$ cat src/rtl/gfba_pkg.sv
// Shared constants, codes and types of the grouped free block allocator.
package gfba_pkg;

   // Geometry of the in-core free group and of block numbers.
   localparam int GROUP_SIZE = 100;
   localparam int BLOCK_BITS = 24;
   localparam int FILL_BITS  = 24;
   localparam int IDX_BITS   = (GROUP_SIZE > 1) ? $clog2(GROUP_SIZE) : 1;
   localparam int COUNT_BITS = $clog2(GROUP_SIZE + 1);

   localparam logic [COUNT_BITS-1:0] GROUP_COUNT = COUNT_BITS'(GROUP_SIZE);

   // Request operation codes.
   typedef enum logic [1:0] {
      OP_ALLOC = 2'd0,
      OP_FREE  = 2'd1,
      OP_FILL  = 2'd2,
      OP_SPILL = 2'd3
   } op_type;

   // Response status codes.
   localparam logic [1:0] STATUS_OK      = 2'd0;
   localparam logic [1:0] STATUS_NOSPACE = 2'd1;
   localparam logic [1:0] STATUS_BUSY    = 2'd2;

   // Pending transfer codes.
   localparam logic [1:0] XFER_NONE  = 2'd0;
   localparam logic [1:0] XFER_FILL  = 2'd1;
   localparam logic [1:0] XFER_SPILL = 2'd2;

   // One write to the free stack memory.
   typedef struct packed {
      logic                  en;
      logic [IDX_BITS-1:0]   addr;
      logic [BLOCK_BITS-1:0] data;
   } mem_wr_type;

   // One response as produced by the controller.
   typedef struct packed {
      logic [1:0]            status;
      logic [BLOCK_BITS-1:0] block_out;
      logic [1:0]            transfer;
      logic [BLOCK_BITS-1:0] transfer_block;
      logic                  last_transfer_word;
      logic                  dirty;
   } rsp_type;

endpackage

$ cat src/rtl/gfba_stack_ram.sv
// Free stack memory: one write port, one read port with registered read data.
module gfba_stack_ram (
   input  logic                             clock,
   input  gfba_pkg::mem_wr_type             wr,
   input  logic [gfba_pkg::IDX_BITS-1:0]    rd_addr,
   output logic [gfba_pkg::BLOCK_BITS-1:0]  rd_data
);
   import gfba_pkg::*;

   logic [BLOCK_BITS-1:0] mem [GROUP_SIZE];
   logic [BLOCK_BITS-1:0] rd_data_ff;

   // Write and synchronous read.
   always_ff @(posedge clock) begin
      if (wr.en) begin
         mem[wr.addr] <= wr.data;
      end
      rd_data_ff <= mem[rd_addr];
   end

   assign rd_data = rd_data_ff;

endmodule

$ cat src/rtl/gfba_ctrl.sv
// Allocator controller: phase, count and transfer index, and the update of each request.
module gfba_ctrl (
   input  logic                             clock,
   input  logic                             reset,
   input  logic                             start,
   output logic                             busy,
   input  logic [1:0]                       req_op,
   input  logic [gfba_pkg::BLOCK_BITS-1:0]  req_free_block,
   input  logic [gfba_pkg::FILL_BITS-1:0]   req_fill_word,
   output gfba_pkg::mem_wr_type             mem_wr,
   output logic [gfba_pkg::IDX_BITS-1:0]    mem_rd_addr,
   input  logic [gfba_pkg::BLOCK_BITS-1:0]  mem_rd_data,
   output logic                             result_valid,
   output gfba_pkg::rsp_type                result
);
   import gfba_pkg::*;

   typedef enum logic [1:0] {
      PH_READY = 2'd0,
      PH_FILL  = 2'd1,
      PH_SPILL = 2'd2
   } phase_type;

   phase_type             phase_ff, phase_in;
   logic [COUNT_BITS-1:0] count_ff, count_in;
   logic [COUNT_BITS-1:0] index_ff, index_in;
   logic [BLOCK_BITS-1:0] pending_ff, pending_in;
   logic                  modified_ff, modified_in;
   logic                  busy_ff, busy_in;

   op_type                op_ff;
   logic [BLOCK_BITS-1:0] fb_ff;
   logic [FILL_BITS-1:0]  fw_ff;

   logic                  accept;
   logic [COUNT_BITS-1:0] count_dec;
   logic [COUNT_BITS-1:0] count_eff;
   logic [COUNT_BITS-1:0] fill_count;

   assign accept    = start && !busy_ff;
   assign count_dec = count_ff - 1'b1;
   // A free on an empty stack first seeds the end marker, so it sees one entry.
   assign count_eff = (count_ff == '0) ? COUNT_BITS'(1) : count_ff;
   assign fill_count = (fw_ff > FILL_BITS'(GROUP_SIZE)) ? GROUP_COUNT
                                                        : COUNT_BITS'(fw_ff);

   // Read address is set up in the accept cycle; data returns while busy.
   assign mem_rd_addr = (req_op == OP_SPILL) ? IDX_BITS'(index_ff - 1'b1)
                                             : IDX_BITS'(count_dec);

   // Next state, memory write and response of the request in flight.
   always_comb begin
      phase_in    = phase_ff;
      count_in    = count_ff;
      index_in    = index_ff;
      pending_in  = pending_ff;
      modified_in = modified_ff;
      busy_in     = busy_ff;
      mem_wr      = '0;
      result      = '0;
      result.status = STATUS_BUSY;

      if (accept) begin
         busy_in = 1'b1;
         // The end-marker seed goes in now so the push can use the port later.
         if ((req_op == OP_FREE) && (phase_ff == PH_READY) && (count_ff == '0)) begin
            mem_wr.en   = 1'b1;
            mem_wr.addr = '0;
            mem_wr.data = '0;
         end
      end

      if (busy_ff) begin
         busy_in = 1'b0;
         case (op_ff)
            OP_ALLOC: begin
               if (phase_ff == PH_READY) begin
                  if (count_ff == '0) begin
                     result.status = STATUS_NOSPACE;
                  end else if (mem_rd_data == '0) begin
                     // Popped the end marker: the disk is full.
                     count_in      = '0;
                     result.status = STATUS_NOSPACE;
                  end else begin
                     count_in         = count_dec;
                     modified_in      = 1'b1;
                     result.status    = STATUS_OK;
                     result.block_out = mem_rd_data;
                     if (count_dec == '0) begin
                        phase_in        = PH_FILL;
                        index_in        = '0;
                        result.transfer = XFER_FILL;
                     end
                  end
               end
            end
            OP_FREE: begin
               if (phase_ff == PH_READY) begin
                  modified_in   = 1'b1;
                  result.status = STATUS_OK;
                  if (count_eff >= GROUP_COUNT) begin
                     pending_in            = fb_ff;
                     index_in              = '0;
                     phase_in              = PH_SPILL;
                     result.transfer       = XFER_SPILL;
                     result.transfer_block = fb_ff;
                  end else begin
                     mem_wr.en   = 1'b1;
                     mem_wr.addr = IDX_BITS'(count_eff);
                     mem_wr.data = fb_ff;
                     count_in    = count_eff + 1'b1;
                  end
               end
            end
            OP_FILL: begin
               if (phase_ff == PH_FILL) begin
                  result.status   = STATUS_OK;
                  result.transfer = XFER_FILL;
                  if (index_ff == '0) begin
                     count_in = fill_count;
                  end else begin
                     mem_wr.en   = 1'b1;
                     mem_wr.addr = IDX_BITS'(index_ff - 1'b1);
                     mem_wr.data = BLOCK_BITS'(fw_ff);
                  end
                  if (index_ff >= GROUP_COUNT) begin
                     result.last_transfer_word = 1'b1;
                     index_in = '0;
                     phase_in = PH_READY;
                  end else begin
                     index_in = index_ff + 1'b1;
                  end
               end
            end
            OP_SPILL: begin
               if (phase_ff == PH_SPILL) begin
                  result.status         = STATUS_OK;
                  result.transfer       = XFER_SPILL;
                  result.transfer_block = pending_ff;
                  result.block_out      = (index_ff == '0) ? BLOCK_BITS'(count_ff)
                                                           : mem_rd_data;
                  if (index_ff >= GROUP_COUNT) begin
                     // Group written out: the freed block starts a new stack.
                     result.last_transfer_word = 1'b1;
                     index_in    = '0;
                     mem_wr.en   = 1'b1;
                     mem_wr.addr = '0;
                     mem_wr.data = pending_ff;
                     count_in    = COUNT_BITS'(1);
                     phase_in    = PH_READY;
                  end else begin
                     index_in = index_ff + 1'b1;
                  end
               end
            end
            default: begin
               result.status = STATUS_BUSY;
            end
         endcase
      end

      result.dirty = modified_in;
   end

   // Control state.
   always_ff @(posedge clock) begin
      if (reset) begin
         phase_ff    <= PH_FILL;
         count_ff    <= '0;
         index_ff    <= '0;
         pending_ff  <= '0;
         modified_ff <= 1'b0;
         busy_ff     <= 1'b0;
      end else begin
         phase_ff    <= phase_in;
         count_ff    <= count_in;
         index_ff    <= index_in;
         pending_ff  <= pending_in;
         modified_ff <= modified_in;
         busy_ff     <= busy_in;
      end
   end

   // Request payload held for the execute cycle.
   always_ff @(posedge clock) begin
      if (accept) begin
         op_ff <= op_type'(req_op);
         fb_ff <= req_free_block;
         fw_ff <= req_fill_word;
      end
   end

   assign busy         = busy_ff;
   assign result_valid = busy_ff;

   // Every request finishes in the cycle after it is taken.
   a_busy_one_cycle: assert property (@(posedge clock) disable iff (reset)
      busy_ff |=> !busy_ff)
      else $error("controller stayed busy for more than one cycle");

   // The stack count never exceeds the group.
   a_count_range: assert property (@(posedge clock) disable iff (reset)
      count_ff <= GROUP_COUNT)
      else $error("free count beyond group size");

   // The transfer index is cleared whenever the allocator is ready.
   a_index_ready: assert property (@(posedge clock) disable iff (reset)
      (phase_ff == PH_READY) |-> (index_ff == '0))
      else $error("transfer index left over in ready phase");

   // An accept cycle writes memory only to seed the end marker at entry zero.
   a_seed_write: assert property (@(posedge clock) disable iff (reset)
      (accept && mem_wr.en) |-> (mem_wr.addr == '0 && mem_wr.data == '0))
      else $error("unexpected memory write in accept cycle");

endmodule

$ cat src/rtl/grouped_free_block_allocator.sv
// Top level of the grouped free block allocator: controller, stack memory, response register.
//
//   channel   ports                                     handshake
//   request   req_op, req_free_block, req_fill_word     start / busy
//   response  rsp_status, rsp_block_out, rsp_transfer,  rsp_valid, one cycle
//             rsp_transfer_block, rsp_last_transfer_word, rsp_dirty
//
// Each request is taken in its accept cycle, which issues the stack memory
// read; the next cycle uses the read data, writes the memory where the
// request needs it and loads the response register; busy is high in that
// cycle only. The response appears in the cycle after busy and is shown
// for one cycle. Reset puts the allocator in the fill phase with an empty
// stack; the stack memory itself is not cleared. The receiver cannot stall responses.
module grouped_free_block_allocator (
   input  logic                             clock,
   input  logic                             reset,
   input  logic                             start,
   output logic                             busy,
   input  logic [1:0]                       req_op,
   input  logic [gfba_pkg::BLOCK_BITS-1:0]  req_free_block,
   input  logic [gfba_pkg::FILL_BITS-1:0]   req_fill_word,
   output logic                             rsp_valid,
   output logic [1:0]                       rsp_status,
   output logic [gfba_pkg::BLOCK_BITS-1:0]  rsp_block_out,
   output logic [1:0]                       rsp_transfer,
   output logic [gfba_pkg::BLOCK_BITS-1:0]  rsp_transfer_block,
   output logic                             rsp_last_transfer_word,
   output logic                             rsp_dirty
);
   import gfba_pkg::*;

   mem_wr_type            mem_wr;
   logic [IDX_BITS-1:0]   mem_rd_addr;
   logic [BLOCK_BITS-1:0] mem_rd_data;
   logic                  result_valid;
   rsp_type               result;
   logic                  rsp_valid_ff;
   rsp_type               rsp_ff;

   gfba_ctrl u_ctrl (
      .clock          (clock),
      .reset          (reset),
      .start          (start),
      .busy           (busy),
      .req_op         (req_op),
      .req_free_block (req_free_block),
      .req_fill_word  (req_fill_word),
      .mem_wr         (mem_wr),
      .mem_rd_addr    (mem_rd_addr),
      .mem_rd_data    (mem_rd_data),
      .result_valid   (result_valid),
      .result         (result)
   );

   gfba_stack_ram u_stack (
      .clock   (clock),
      .wr      (mem_wr),
      .rd_addr (mem_rd_addr),
      .rd_data (mem_rd_data)
   );

   // Response strobe.
   always_ff @(posedge clock) begin
      if (reset) begin
         rsp_valid_ff <= 1'b0;
      end else begin
         rsp_valid_ff <= result_valid;
      end
   end

   // Response payload.
   always_ff @(posedge clock) begin
      if (result_valid) begin
         rsp_ff <= result;
      end
   end

   assign rsp_valid              = rsp_valid_ff;
   assign rsp_status             = rsp_ff.status;
   assign rsp_block_out          = rsp_ff.block_out;
   assign rsp_transfer           = rsp_ff.transfer;
   assign rsp_transfer_block     = rsp_ff.transfer_block;
   assign rsp_last_transfer_word = rsp_ff.last_transfer_word;
   assign rsp_dirty              = rsp_ff.dirty;

endmodule
$ cat config.mk
export PLATFORM = sky130hd
export DESIGN_NAME = grouped_free_block_allocator
export DESIGN_NICKNAME = d
export VERILOG_FILES = /design/src/rtl/gfba_pkg.sv /design/src/rtl/gfba_stack_ram.sv /design/src/rtl/gfba_ctrl.sv /design/src/rtl/grouped_free_block_allocator.sv
export SDC_FILE = /design/constraint.sdc
export NUM_CORES = 2
export LEC_CHECK = 0
export ABC_AREA = 1
export BUFFER_PORTS_ARGS = -buffer_cell sky130_fd_sc_hd__buf_4
export CORE_ASPECT_RATIO = 0.7
export CORE_MARGIN = 5
export CORE_UTILIZATION = 50
export DETAILED_ROUTE_END_ITERATION = 10
export PLACE_DENSITY = 0.65
export SYNTH_ARGS = -nofsm -noshare
export SYNTH_HDL_FRONTEND = slang
export SYNTH_SLANG_ARGS = --single-unit
$ cat constraint.sdc
create_clock -name clock -period 6.5 [get_ports clock]
set_input_delay 0.325 -clock clock [delete_from_list [all_inputs] [get_ports clock]]
set_output_delay 0.325 -clock clock [all_outputs]
set_load 0.02 [all_outputs]
# Word level (Yosys, flattened, before mapping)
# Memories as Yosys holds them, arrays and structs flattened. A register that Yosys moved wholly into a read port is not among the register bits.
# Cells that the tools add are included.
dict set report word_totals {
  memories 1
  reg_bits 147
  output_inout_bits 56
  word_cells 128
  ramBits 2400
  inputBits 53
}
dict set report op_classes {
  n_mux 72
  eq_ne 18
  reduce_logical 14
  order_cmp 3
  addsub 4
}
# name depth width read_ports rd_clocked_by_memory_dff write_ports line_no
set mem_list {}
lappend mem_list {u_stack.mem 100 24 1 1 1 gfba_stack_ram.sv:10} ;# logic [BLOCK_BITS-1:0] mem [GROUP_SIZE];
# operator n
set ops {}
lappend ops {{$mux W32} 9}
lappend ops {{$mux W7} 21}
lappend ops {{$mux W26} 4}
lappend ops {{$pmux W24 S2} 2}
lappend ops {{$pmux W32 S3} 1}
lappend ops {{$pmux W7 S4} 2}
lappend ops {{$mux W53} 1}
lappend ops {{$mux W28} 1}
lappend ops {{$gt A24 B7 Y1 const B} 1}
lappend ops {{$logic_not A24 Y1} 1}
lappend ops {{$mux W24} 1}
lappend ops {{$pmux W2 S4} 3}
lappend ops {{$mux W2} 11}
lappend ops {{$logic_not A7 Y1} 3}
lappend ops {{$reduce_and A9 Y1} 2}
lappend ops {{$ne A2 B1 Y1 const B} 8}
lappend ops {{$add A7 B1 Y7 const B} 2}
lappend ops {{$ge A7 B7 Y1 const B} 2}
lappend ops {{$mux W1} 14}
lappend ops {{$sub A7 B1 Y7 const B} 2}
lappend ops {{$eq A2 B2 Y1 const B} 4}
lappend ops {{$eq A2 B1 Y1 const B} 3}
lappend ops {{$ne A2 B2 Y1 const B} 3}
lappend ops {{$logic_not A2 Y1} 2}
lappend ops {{other kinds (5)} 8}

# Depth between registers and ports, before layout
dict set report depth {
  depth_word 11
  depth_mapped 17
  ltp_nobuf 15
}

# By module
# From an unflattened synthesis, not the netlist that was laid out.
dict set report hier_totals {
  hier_cells 8876
  area_unflattened_um2 104720.4
}
# module cells_each area_each_um2 n_inst seq_area_each_um2
set modules_own_cells {}
lappend modules_own_cells {gfba_stack_ram 8019 97197.0 1 72549.6}
lappend modules_own_cells {gfba_ctrl 800 5871.9 1 2342.2}
lappend modules_own_cells {grouped_free_block_allocator 57 1651.6 1 1641.6}

# Least setup slack after synthesis
# OpenSTA, ideal clock, no wires.
dict set report synth_path {
  path_kind {register to register}
  startpoint {reg u_ctrl.busy_ff (netlist: u_ctrl.busy)}
  endpoint {mem u_stack.mem[0][10], data pin}
  n_path_buf 2
  setup_time_ns 0.667
  required_ns 5.833
  stages_incl_launch_ff 7
  setup_slack_ns 0.684
  arrival_time_ns 5.149
  synth_period_minus_slack_ns 5.816
  path_cell_list {dfxtp_1 > inv_1 > nor2_1 > inv_1 > buf_2 > clkbuf_1 > nor2_1}
}
# item line_no
set synth_lines {}
lappend synth_lines {{start: declaration} gfba_ctrl.sv:29} ;# logic busy_ff, busy_in;
lappend synth_lines {{start signal: assignment} gfba_ctrl.sv:180} ;# busy_ff <= busy_in;
lappend synth_lines {{end: declaration} gfba_stack_ram.sv:10}

# Worst setup path in the final report
dict set report layout_path {
  startpoint {reg u_ctrl.op_ff[0]}
  endpoint {mem u_stack.mem[20][10], enable pin}
}
dict set report layout_via {
  elab_chain_cells 5
  elab_cells_between_ends 7
  classes_between {eq/ne: 3; mux: 4}
}
# item line_no
set layout_lines {}
lappend layout_lines {{start: declaration} gfba_ctrl.sv:31} ;# op_type op_ff;
lappend layout_lines {{start signal: assignment} gfba_ctrl.sv:187} ;# op_ff <= op_type'(req_op);
lappend layout_lines {{$eq A2 B2 Y1 or $eq A2 B1 Y1 (tied branches)} gfba_ctrl.sv:75} ;# case (op_ff)
lappend layout_lines {{$pmux W32 S3 *} gfba_ctrl.sv:75}
lappend layout_lines {{$mux W32 *} gfba_ctrl.sv:73} ;# if (busy_ff) begin
lappend layout_lines {{$mux W1} gfba_stack_ram.sv:15} ;# if (wr.en) begin
lappend layout_lines {{$mux W1 (implied by the code)} gfba_stack_ram.sv:16} ;# mem[wr.addr] <= wr.data;
# Mark *: on every way between the ends. The rest lies on a longest branch, timed or not.

==> qor.csv <==
stage,metric,value,unit
power,pwr dens,296,mW/mm^2
cells_and_area,register area,0.0765,sq mm
synth,Synth Net Count,9372,
clock_network,Max Buffers Root-to-Sink,4,
placement,DP Worst Slack,1650,ps
synth,"Avg Cell Area, Syn",11.5,sq um
sta,Final period util,77.7,%
synth,yosys warns,0,
cells_and_area,Layout area overhead,11.5,%
global_route,largest net degree at the start of global routing,149,
detailed_routing,drt wl/cell,25.8,um
cells_and_area,multi-input logic area,0.0253,sq mm
cells_and_area,share of cells above drive strength 1,8.83,%
power,Worst VDD drop,0.239,mV
critical_path,Critical-path top delay cell,nor2_2,
die,core area,0.212,sq mm
synth,Yosys cell types,44,
sta,setup TNS,0,ps
detailed_routing,"antenna viol nets, final",0,
clock_network,Root Driver,clkbuf_16,
critical_path,CP Launch Type,flip-flop,
die,die area,0.223,sq mm
synth,Syn Inst Count,9309,
power,Flop pwr share,51.4,%
detailed_routing,Via density,5.95,
sta,Final Worst Setup Slack,1450,ps
placement,Port Buffers,108,
sta,Slew headroom,9.14,%
clock_network,post-cts sizing count,0,
clock_network,clk_lat worst skew,900,ps
synth,Synth Cell Area,0.107,sq mm
placement,RD Place Congestion,0.921,
die,Starting Density,50.4,%
outcome,status,completed,
detailed_routing,drt first pass iters,6,
critical_path,Crit path arrival time,5630,ps
global_route,initial antenna violation count,8,
die,num ports,109,
sta,"Hold Vio Cnt, Final",0,
critical_path,Max stage delay on crit path,1270,ps
cells_and_area,filler instances,17100,
cells_and_area,fin nets,9387,
detailed_routing,Vias,73200,
sta,Pins Over Slew Limit,0,
power,sw frac,24.7,%
critical_path,Setup CP Type,reg2reg,
critical_path,critical path required time,7080,ps
sta,RSZ-0062 raised after global routing,false,
global_route,Total Routing Usage GR,27.8,%
flow_run,max-capacitance violation count,0,
die,Die H,396,um
synth,"Seq/Total Area, Yosys",71.8,%
placement,post-DP HPWL,176,mm
min_path,Worst Hold Class,in2reg,
sta,fmax,198,MHz
detailed_routing,DR iter-0 viols,11500,
power,combinational share of power,9.5,%
clock_network,H-tree Lvls,4,
clock_network,CTS Sinks,2571,
sta,final setup violation count,0,
clock_network,cts bufs inserted,236,
power,Clock power frac,39.1,%
sta,Tmin final,5050,ps
detailed_routing,Remaining DRCs,0,
cells_and_area,"most common cell after layout, fill and taps aside",edfxtp_1,
critical_path,cell mode on critical path,inv_1,
cells_and_area,"commonest cells after routing, fill and taps aside","2504 x edfxtp_1, 2428 x nand3_1, 2303 x nand2_1",
global_route,vias in the first global route,66800,
global_route,first-pass GRT wire length,462,mm
synth,post-synthesis register bit count,2571,
critical_path,CP Capture Type,flip-flop,
global_route,"Remaining Overflow, GRT",0,
critical_path,"Max FO, Critical Path",22,
power,Cell Int Power,26.5,mW
power,Sw Pwr,8.68,mW
detailed_routing,aggregate routed wire length,317,mm
sta,Worst Tran Pin Value,1360,ps
clock_network,TritonCTS clock tree,yes,
critical_path,crit-path cells,"inv_1, ha_1, inv_1, nor2_1, inv_1, nor2_2, inv_1, o22ai_1, nand2_1, nor2_1, nand2_2, nor2_2, buf_4",
die,floorplan row count,141,
sta,Final Skew,77.1,ps
clock_network,CTS clock-pin slew for the worst setup and hold paths,70,ps
die,Die Width,562,um
power,Pleak,42.0,nW
[power by group through the flow]
stage | Sequential, mW | Combinational [mW] | Clock [mW]
2_1_floorplan | 18.4 | 1.90 | 0
3_3_place_gp | 18.5 | 3.19 | 0
3_5_place_dp | 18.5 | 3.22 | 0
4_1_cts | 18.1 | 3.26 | 13.9
5_1_grt | 18.1 | 3.55 | 14.6
6_report | 18.1 | 3.36 | 13.8
[worst max-delay path, delay by kind of cell, from the launching register on]
family                   cells  cell delay, ps
flip-flops                   1             430
AO/OA/AOI/OAI                1             200
buffers and inverters        5             810
adder cells (fa/ha/maj)      1             350
AND/OR/NAND/NOR              6            2950
[registers in the layout, indices dropped and copies added (netlist names), 7 cells and up]
register	count
u_stack.rd_data	24
rsp_transfer_block	24
u_ctrl.pending_ff	24
rsp_block_out	24
u_ctrl.count_ff	7
u_ctrl.fw_ff	24
u_stack.mem	2400
u_ctrl.fb_ff	24
u_ctrl.index_ff	7
[Yosys cell counts, drive strengths merged]
cell	count	area share, %
nand2	2331	8.3
nand3b	98	0.69
edfxtp	2504	71
o21ai	123	0.59
o31ai	1	0.0070
nor2	249	0.94
a211oi	1	0.0070
o22ai	29	0.18
a221oi	24	0.20
nand4	12	0.070
dfxtp	67	1.3
clkbuf	240	0.85
nor3	46	0.23
a22oi	9	0.086
nor4	4	0.023
clkinv	2	0.0070
ha	10	0.12
nand3	2430	11
a21oi	46	0.22
o2111ai	1	0.0082
xnor2	1	0.015
nor3b	1	0.0070
inv	717	2.5
xor2	10	0.089
buf	353	1.7
[through the flow]
step	area, sq um	hold WS, ps	total power, mW	utilization, %	std cells
2_1_floorplan	107000	424	20.3	-	9309
3_3_place_gp	111000	442	21.6	52.4	11800
3_5_place_dp	111000	447	21.7	52.4	11800
4_1_cts	119000	131	35.2	56.2	12300
5_1_grt	119000	157	36.2	56.2	12300
6_report	119000	187	35.2	56.2	12300
[timing repair]
action                    CTS  global route
hold endpoints to repair   57             0
buffers inserted            0             0
hold buffers               52             0
[routing by layer]
metal  track usage, %  vias up  wire length (um)
met3             8.75      479             44700
met4             7.34        2              8640
met1             42.6    35600            133000
met5                0        -                 8
li1                 -    32400                 -
met2             38.1     4642            131000
[path summary, 6_finish.rpt]
kind                                          from  cells past startpoint  slack, ps                  end
worst max-delay path               u_ctrl.op_ff[0]                     13       1450  u_stack.mem[20][10]
worst min-delay path              req_fill_word[1]                      2        190      u_ctrl.fw_ff[1]
worst max register to register     u_ctrl.op_ff[0]                     13       1450  u_stack.mem[20][10]
worst min register to register  u_ctrl.modified_ff                      2        460   u_ctrl.modified_ff
[cell families after synthesis]
logic type      synth area share [%]
buf+inv                         5.08
flops                           71.8
compound gates                  1.30
xor+xnor                       0.104
fa+ha+maj                      0.117
simple gates                    21.6
[layout make-up]
type	instances	share of cell area (%)
Antenna cell	3	0.00631
Clock buffer	305	5.30
Clock inverter	111	0.950
Inverter	719	2.27
Multi-Input combinational cell	5426	21.2
Sequential cell	2571	64.4
Tap cell	2788	2.93
Timing Repair Buffer	370	2.94
No activity file was read; power rests on OpenSTA's default activity.
